`src/rtl/sse_pkg.sv`:
```
`timescale 1ns / 1ps

package sse_pkg;

    localparam int FIFO_DEPTH = 4;
    localparam int FIFO_AW    = $clog2(FIFO_DEPTH);
    localparam int FIFO_CW    = $clog2(FIFO_DEPTH + 1);

    localparam logic [6:0] CH_BSLASH = 7'h5C;
    localparam logic [6:0] CH_ZERO   = 7'h30;
    localparam logic [6:0] CH_X      = 7'h78;
    localparam logic [6:0] CH_UA     = 7'h41;

    typedef enum logic [1:0] {
        K_PLAIN = 2'd0,
        K_SHORT = 2'd1,
        K_HEX   = 2'd2
    } t_kind;

    // code holds the byte itself for plain and hex, the escape letter for short
    typedef struct packed {
        t_kind      kind;
        logic [7:0] code;
    } t_entry;

    typedef struct packed {
        logic empty;
        logic full;
    } t_fifo_stat;

    function automatic t_entry classify(input logic [7:0] b);
        t_entry e;
        e.kind = K_SHORT;
        e.code = b;
        case (b)
            8'h07: e.code = 8'h61;
            8'h08: e.code = 8'h62;
            8'h0C: e.code = 8'h66;
            8'h0A: e.code = 8'h6E;
            8'h0D: e.code = 8'h72;
            8'h09: e.code = 8'h74;
            8'h0B: e.code = 8'h76;
            8'h27, 8'h22, 8'h3F, 8'h5C: e.code = b;
            default: begin
                if (b inside {[8'h20:8'h7E]}) begin
                    e.kind = K_PLAIN;
                end else begin
                    e.kind = K_HEX;
                end
            end
        endcase
        return e;
    endfunction

    function automatic logic [6:0] hex_digit(input logic [3:0] nib);
        logic [6:0] d;
        if (nib < 4'd10) begin
            d = CH_ZERO + {3'd0, nib};
        end else begin
            d = CH_UA + {3'd0, nib} - 7'd10;
        end
        return d;
    endfunction

endpackage

```
`src/rtl/c_string_escape_encoder.sv`:
```
// path: a byte is held in the input stage register, then a queue slot, then the output register
// throughput: one byte per cycle into a 4-word queue unless full; the output register drains
// 1, 2 or 5 characters per byte, one per cycle unless stalled, so the output port sets the rate
// reset: synchronous active low, empties the input stage, queue and output register
`timescale 1ns / 1ps

module c_string_escape_encoder (
    input  logic       i_clk,
    input  logic       i_rst_n,
    input  logic       i_valid,
    input  logic [7:0] i_data_byte,
    output logic       o_stall,
    output logic       o_valid,
    output logic [6:0] o_out_char,
    output logic       o_last_char,
    input  logic       i_stall
);

    logic                w_push;
    logic                w_pop;
    sse_pkg::t_entry     w_entry;
    sse_pkg::t_entry     w_head;
    sse_pkg::t_fifo_stat w_stat;

    sse_front u_front (
        .i_clk       (i_clk),
        .i_rst_n     (i_rst_n),
        .i_valid     (i_valid),
        .i_data_byte (i_data_byte),
        .o_stall     (o_stall),
        .o_push      (w_push),
        .o_entry     (w_entry),
        .i_full      (w_stat.full)
    );

    sse_fifo u_fifo (
        .i_clk   (i_clk),
        .i_rst_n (i_rst_n),
        .i_push  (w_push),
        .i_entry (w_entry),
        .i_pop   (w_pop),
        .o_head  (w_head),
        .o_stat  (w_stat)
    );

    sse_back u_back (
        .i_clk       (i_clk),
        .i_rst_n     (i_rst_n),
        .i_head      (w_head),
        .i_stat      (w_stat),
        .o_pop       (w_pop),
        .o_valid     (o_valid),
        .o_out_char  (o_out_char),
        .o_last_char (o_last_char),
        .i_stall     (i_stall)
    );

    // a word still in progress keeps the output fed on the next cycle
    a_no_gap: assert property (@(posedge i_clk) disable iff (!i_rst_n)
        o_valid && !o_last_char && !i_stall |=> o_valid)
        else $error("gap inside an escape sequence");

    a_no_pop_empty: assert property (@(posedge i_clk) disable iff (!i_rst_n)
        w_pop |-> !w_stat.empty)
        else $error("pop from empty queue");

    a_reset_idle: assert property (@(posedge i_clk)
        !i_rst_n |=> !o_valid && !o_stall)
        else $error("output not idle after reset");

endmodule

```
`src/rtl/sse_front.sv`:
```
`timescale 1ns / 1ps

module sse_front (
    input  logic            i_clk,
    input  logic            i_rst_n,
    input  logic            i_valid,
    input  logic [7:0]      i_data_byte,
    output logic            o_stall,
    output logic            o_push,
    output sse_pkg::t_entry o_entry,
    input  logic            i_full
);

    logic            r_valid;
    sse_pkg::t_entry r_entry;
    logic            n_valid;
    logic            w_take;

    assign o_push  = r_valid && !i_full;
    assign o_stall = r_valid && i_full;
    assign o_entry = r_entry;
    assign w_take  = i_valid && !o_stall;

    always_comb begin
        n_valid = r_valid;
        if (w_take) begin
            n_valid = 1'b1;
        end else if (o_push) begin
            n_valid = 1'b0;
        end
    end

    always_ff @(posedge i_clk) begin
        if (!i_rst_n) begin
            r_valid <= 1'b0;
        end else begin
            r_valid <= n_valid;
        end
    end

    always_ff @(posedge i_clk) begin
        if (w_take) begin
            r_entry <= sse_pkg::classify(i_data_byte);
        end
    end

endmodule

```
`src/rtl/sse_fifo.sv`:
```
`timescale 1ns / 1ps

module sse_fifo (
    input  logic               i_clk,
    input  logic               i_rst_n,
    input  logic               i_push,
    input  sse_pkg::t_entry    i_entry,
    input  logic               i_pop,
    output sse_pkg::t_entry    o_head,
    output sse_pkg::t_fifo_stat o_stat
);

    sse_pkg::t_entry                  r_slot [sse_pkg::FIFO_DEPTH];
    logic [sse_pkg::FIFO_AW-1:0]      r_wp;
    logic [sse_pkg::FIFO_AW-1:0]      r_rp;
    logic [sse_pkg::FIFO_CW-1:0]      r_count;

    assign o_stat.empty = (r_count == '0);
    assign o_stat.full  = (r_count == sse_pkg::FIFO_CW'(sse_pkg::FIFO_DEPTH));
    assign o_head       = r_slot[r_rp];

    always_ff @(posedge i_clk) begin
        if (!i_rst_n) begin
            r_wp    <= '0;
            r_rp    <= '0;
            r_count <= '0;
        end else begin
            if (i_push) begin
                r_wp <= r_wp + 1'b1;
            end
            if (i_pop) begin
                r_rp <= r_rp + 1'b1;
            end
            if (i_push && !i_pop) begin
                r_count <= r_count + 1'b1;
            end else if (!i_push && i_pop) begin
                r_count <= r_count - 1'b1;
            end
        end
    end

    always_ff @(posedge i_clk) begin
        if (i_push) begin
            r_slot[r_wp] <= i_entry;
        end
    end

endmodule

```
`src/rtl/sse_back.sv`:
```
`timescale 1ns / 1ps

module sse_back (
    input  logic                i_clk,
    input  logic                i_rst_n,
    input  sse_pkg::t_entry     i_head,
    input  sse_pkg::t_fifo_stat i_stat,
    output logic                o_pop,
    output logic                o_valid,
    output logic [6:0]          o_out_char,
    output logic                o_last_char,
    input  logic                i_stall
);

    logic       r_valid;
    logic [6:0] r_char;
    logic       r_last;
    logic [2:0] r_step;
    logic       n_valid;
    logic [2:0] n_step;
    logic [6:0] w_char;
    logic       w_last;
    logic       w_slot;

    // character at the current step of the word at the queue head
    always_comb begin
        w_char = sse_pkg::CH_BSLASH;
        w_last = 1'b0;
        case (i_head.kind)
            sse_pkg::K_PLAIN: begin
                w_char = i_head.code[6:0];
                w_last = 1'b1;
            end
            sse_pkg::K_SHORT: begin
                if (r_step != 3'd0) begin
                    w_char = i_head.code[6:0];
                    w_last = 1'b1;
                end
            end
            sse_pkg::K_HEX: begin
                case (r_step)
                    3'd0:    w_char = sse_pkg::CH_BSLASH;
                    3'd1:    w_char = sse_pkg::CH_ZERO;
                    3'd2:    w_char = sse_pkg::CH_X;
                    3'd3:    w_char = sse_pkg::hex_digit(i_head.code[7:4]);
                    default: begin
                        w_char = sse_pkg::hex_digit(i_head.code[3:0]);
                        w_last = 1'b1;
                    end
                endcase
            end
            default: begin
                w_char = sse_pkg::CH_BSLASH;
                w_last = 1'b1;
            end
        endcase
    end

    assign w_slot = !r_valid || !i_stall;
    assign o_pop  = w_slot && !i_stat.empty && w_last;

    always_comb begin
        n_valid = r_valid;
        n_step  = r_step;
        if (w_slot) begin
            n_valid = !i_stat.empty;
            if (!i_stat.empty) begin
                n_step = w_last ? 3'd0 : r_step + 3'd1;
            end
        end
    end

    always_ff @(posedge i_clk) begin
        if (!i_rst_n) begin
            r_valid <= 1'b0;
            r_step  <= 3'd0;
        end else begin
            r_valid <= n_valid;
            r_step  <= n_step;
        end
    end

    always_ff @(posedge i_clk) begin
        if (w_slot && !i_stat.empty) begin
            r_char <= w_char;
            r_last <= w_last;
        end
    end

    assign o_valid     = r_valid;
    assign o_out_char  = r_char;
    assign o_last_char = r_last;

endmodule

```
`config.mk`:
```
export PLATFORM = sky130hd
export DESIGN_NAME = c_string_escape_encoder
export DESIGN_NICKNAME = d
export VERILOG_FILES = /design/src/rtl/sse_pkg.sv /design/src/rtl/c_string_escape_encoder.sv /design/src/rtl/sse_front.sv /design/src/rtl/sse_fifo.sv /design/src/rtl/sse_back.sv
export SDC_FILE = /design/constraint.sdc
export NUM_CORES = 1
export LEC_CHECK = 0
export BUFFER_PORTS_ARGS = -buffer_cell sky130_fd_sc_hd__buf_4
export CAP_MARGIN = 20
export CELL_PAD_IN_SITES_DETAIL_PLACEMENT = 0
export CELL_PAD_IN_SITES_GLOBAL_PLACEMENT = 2
export CORE_UTILIZATION = 30
export CTS_CLUSTER_DIAMETER = 80
export CTS_CLUSTER_SIZE = 8
export DETAILED_ROUTE_END_ITERATION = 16
export GPL_ROUTABILITY_DRIVEN = 0
export PLACE_DENSITY = 0.7
export SYNTH_ARGS = -nofsm -noshare
export SYNTH_HDL_FRONTEND = slang
export SYNTH_SLANG_ARGS = --single-unit
```
`constraint.sdc`:
```
create_clock -name i_clk -period 3.2 [get_ports i_clk]
set_input_delay 0.64 -clock i_clk [delete_from_list [all_inputs] [get_ports i_clk]]
set_output_delay 0.64 -clock i_clk [all_outputs]
set_load 0.01 [all_outputs]
```
==> impl_metrics.ini <==
[logic_synthesis]
synth_flop_cell = edfxtp_1
ys_types = 48
synthArstFlopShare_pct = 0
ys_seq_area_share_pct = 56.9
synth.most_common_cell = edfxtp_1
syn_area_per_cell_um2 = 12.4
synth_top_cell_by_area = edfxtp_1
synth_common_cells = 58 x edfxtp_1, 20 x inv_1, 18 x nor2_1, 16 x ha_1, 16 x nand2_1
synthesis.nets = 315
ys_warn_count = 0
synthCells = 286
yosysTopAreaCellShare_pct = 49.0
syn_area_um2 = 3550
ys_ff_latch = 72
synth_top_cells_by_area = edfxtp_1 49%, dfxtp_1 7.9%, ha_1 5.6%, mux4_2 5.1%, inv_1 2.1%
synth_edf_count = 58

[routing]
via_count = 2199
routed_wl_mm = 6.54
drt_iter0_markers = 71
wire_per_inst_um = 14.2
drt.antenna.violating_nets = 0
avgViaCountPerCell = 4.76
route.detailed.drc = 0
firstDrtPassIters = 4

[timing]
hold_viol_final = 0
fin_crit_ps = 2950
slew_violations = 0
finClkSkew_ps = 6.34
fin_crit_sh_pct = 92.2
max_slew_margin_pct = 40.6
fin_tns_setup_ps = 0
worstMarginPinSlew_ps = 889
setup_viol = 0
fmax_mhz = 339
rsz0062_at_grt = no
whs_ps = 487
worst_slack_ps = 250

[clocking]
clock_path_buffers = 2
clkLatencyLatePin_ps = 330
cts_tree = built
cts-root-buf = clkbuf_16
cts_hold_buf = 0
cts_sinks = 72
cts.reportedPaths.clkPinSlew_ps = 60
h-tree-depth = 3
numCtsBuffers = 9
post_cts_resized = 0
cts_setup_buffers = 0

[die]
initial_utilization_pct = 31.0
die_y_um = 111
io_pins = 22
die_area_um2 = 12300
rows = 39
die_x_um = 111
coreArea_um2 = 11500

[outcome]
outcome = complete, no violations

[pwr]
finalPower_uw = 3210
max-vdd-ir-drop_mv = 0.236
switchingPower_uw = 1050
combinationalPowerShare_pct = 31.3
pwr-share-clk_pct = 29.6
p_leak_uw = 0.00151
swShare_pct = 32.8
p_per_area_nw_per_um2 = 772
internal_power_uw = 2160
seqPwrFrac_pct = 39.1

[worst_setup_path]
crit_required_ps = 3450
crit_path_max_fanout = 4
timing.rr.end = u_fifo.r_count[2]
rr_worst_depth = 11
endpoint = u_fifo.r_count[2]
worstSetupStartpointType = flop
arrival_ps = 3200
cp_slowest_stage_delay_ps = 550
crit_chain = mux4_2 > ha_1 > o211ai_1 > a31oi_2 > inv_1 > ha_1 > inv_1 > fa_1 > xor2_1 > or3_1 > a21boi_0
slowest_stage = mux4_2
path_class = flop to flop
cp-end-kind = flop
r2r_slack_ps = 250

[worst_hold_path]
hp-class = flop to flop

[global_route]
antenna_found_initial = 0
grt_max_degree = 16
grt_overflow = 0
grt_pass1_vias = 2228
track_usage_pct = 11.4
grt_pass1_wl_mm = 10.9

[placement]
dpl.cell_count = 446
hpwl_mm = 4.60
io_buffers = 21
place_ws_ps = 162

[finish]
fin_cells = 462
nFillCells = 1094
drive_gt1_share_pct = 19.4
nets = 343
syn_to_final_growth_pct = 17.1
antenna_cells = 0

[job]
max_cap_viol_count = 0
-- worst min-delay path by stage --
stage | from | end | slack, ps | cells past startpoint
floorplan | u_front.o_entry[0] | u_fifo.r_slot[0][0] | 460 | 0
global route | u_front.o_entry[0] | u_fifo.r_slot[2][0] | 510 | 0
global placement | u_back.o_valid | u_back.o_valid | 460 | 2
CTS | u_back.o_valid | u_back.o_valid | 490 | 2
detailed placement | u_front.o_entry[4] | u_fifo.r_slot[2][4] | 490 | 0
finish | u_back.o_valid | u_back.o_valid | 490 | 2
-- registers in the layout, indices dropped and copies added (netlist names), named ones only --
register,cells
u_back.o_last_char,1
u_back.o_out_char,7
u_back.o_valid,1
u_back.r_step,3
u_fifo.r_count,3
u_fifo.r_rp,2
u_fifo.r_slot,40
u_fifo.r_wp,2
u_front.o_entry,10
u_front.r_valid,1
-- stage by stage --
step	area [um^2]	utilization (%)
finish	4160	36.3
global route	4160	36.3
CTS	4160	36.3
detailed placement	3880	33.8
global placement	3880	33.8
floorplan	3550	-
-- power groups by stage --
stage / clock [uW] / combinational [uW] / sequential (uW)
final: 951 / 1010 / 1260
after global routing: 1010 / 1130 / 1270
after CTS: 976 / 1010 / 1260
after detailed placement: 0 / 1000 / 1280
after global placement: 0 / 1010 / 1270
after floorplan: 0 / 690 / 1290
-- cells in the final DEF, fill, tap and decap left out, drive strengths merged, types with 6 or more instances in the layout --
master / n
a21boi: 6
a21oi: 14
and2: 10
buf: 28
clkbuf: 9
dfxtp: 14
edfxtp: 58
ha: 16
inv: 25
mux2i: 6
mux4: 10
nand2: 16
nor2: 18
nor2b: 8
o21ai: 20
-- critical path: cells and delay by family (launching register included) --
family,cells,cell delay (ps)
compound gates,3,480
xor+xnor,1,180
fa+ha+maj,3,820
buf+inv,2,160
flops,1,390
mux,1,550
simple gates,1,300
-- per-layer routing --
metal  track usage [%]  vias to the layer above  wire length (um)
met4              4.71                        0               108
met3              3.01                       11               192
met1              13.2                     1042              3030
li1                  -                     1108                 -
met2              19.8                       38              3210
met5                 0                        -                 0
-- kinds of logic after synthesis --
group	after synthesis	synth area share (%)
compound gates	61	10.9
xor+xnor	7	1.73
fa+ha+maj	17	6.20
buf+inv	32	4.08
flops	72	56.9
mux	18	8.87
simple gates	79	11.3
-- final cells by class --
type | count | area [um^2] | share of cell area (%)
clock buffers | 9 | 225 | 5.41
clock inverters | 7 | 60.1 | 1.44
inverters | 21 | 78.8 | 1.89
multi-input cells | 182 | 1390 | 33.3
flip-flops and latches | 72 | 2020 | 48.6
well taps | 143 | 179 | 4.30
repair buffers | 28 | 210 | 5.05
Power figures use the tool's default switching activity.
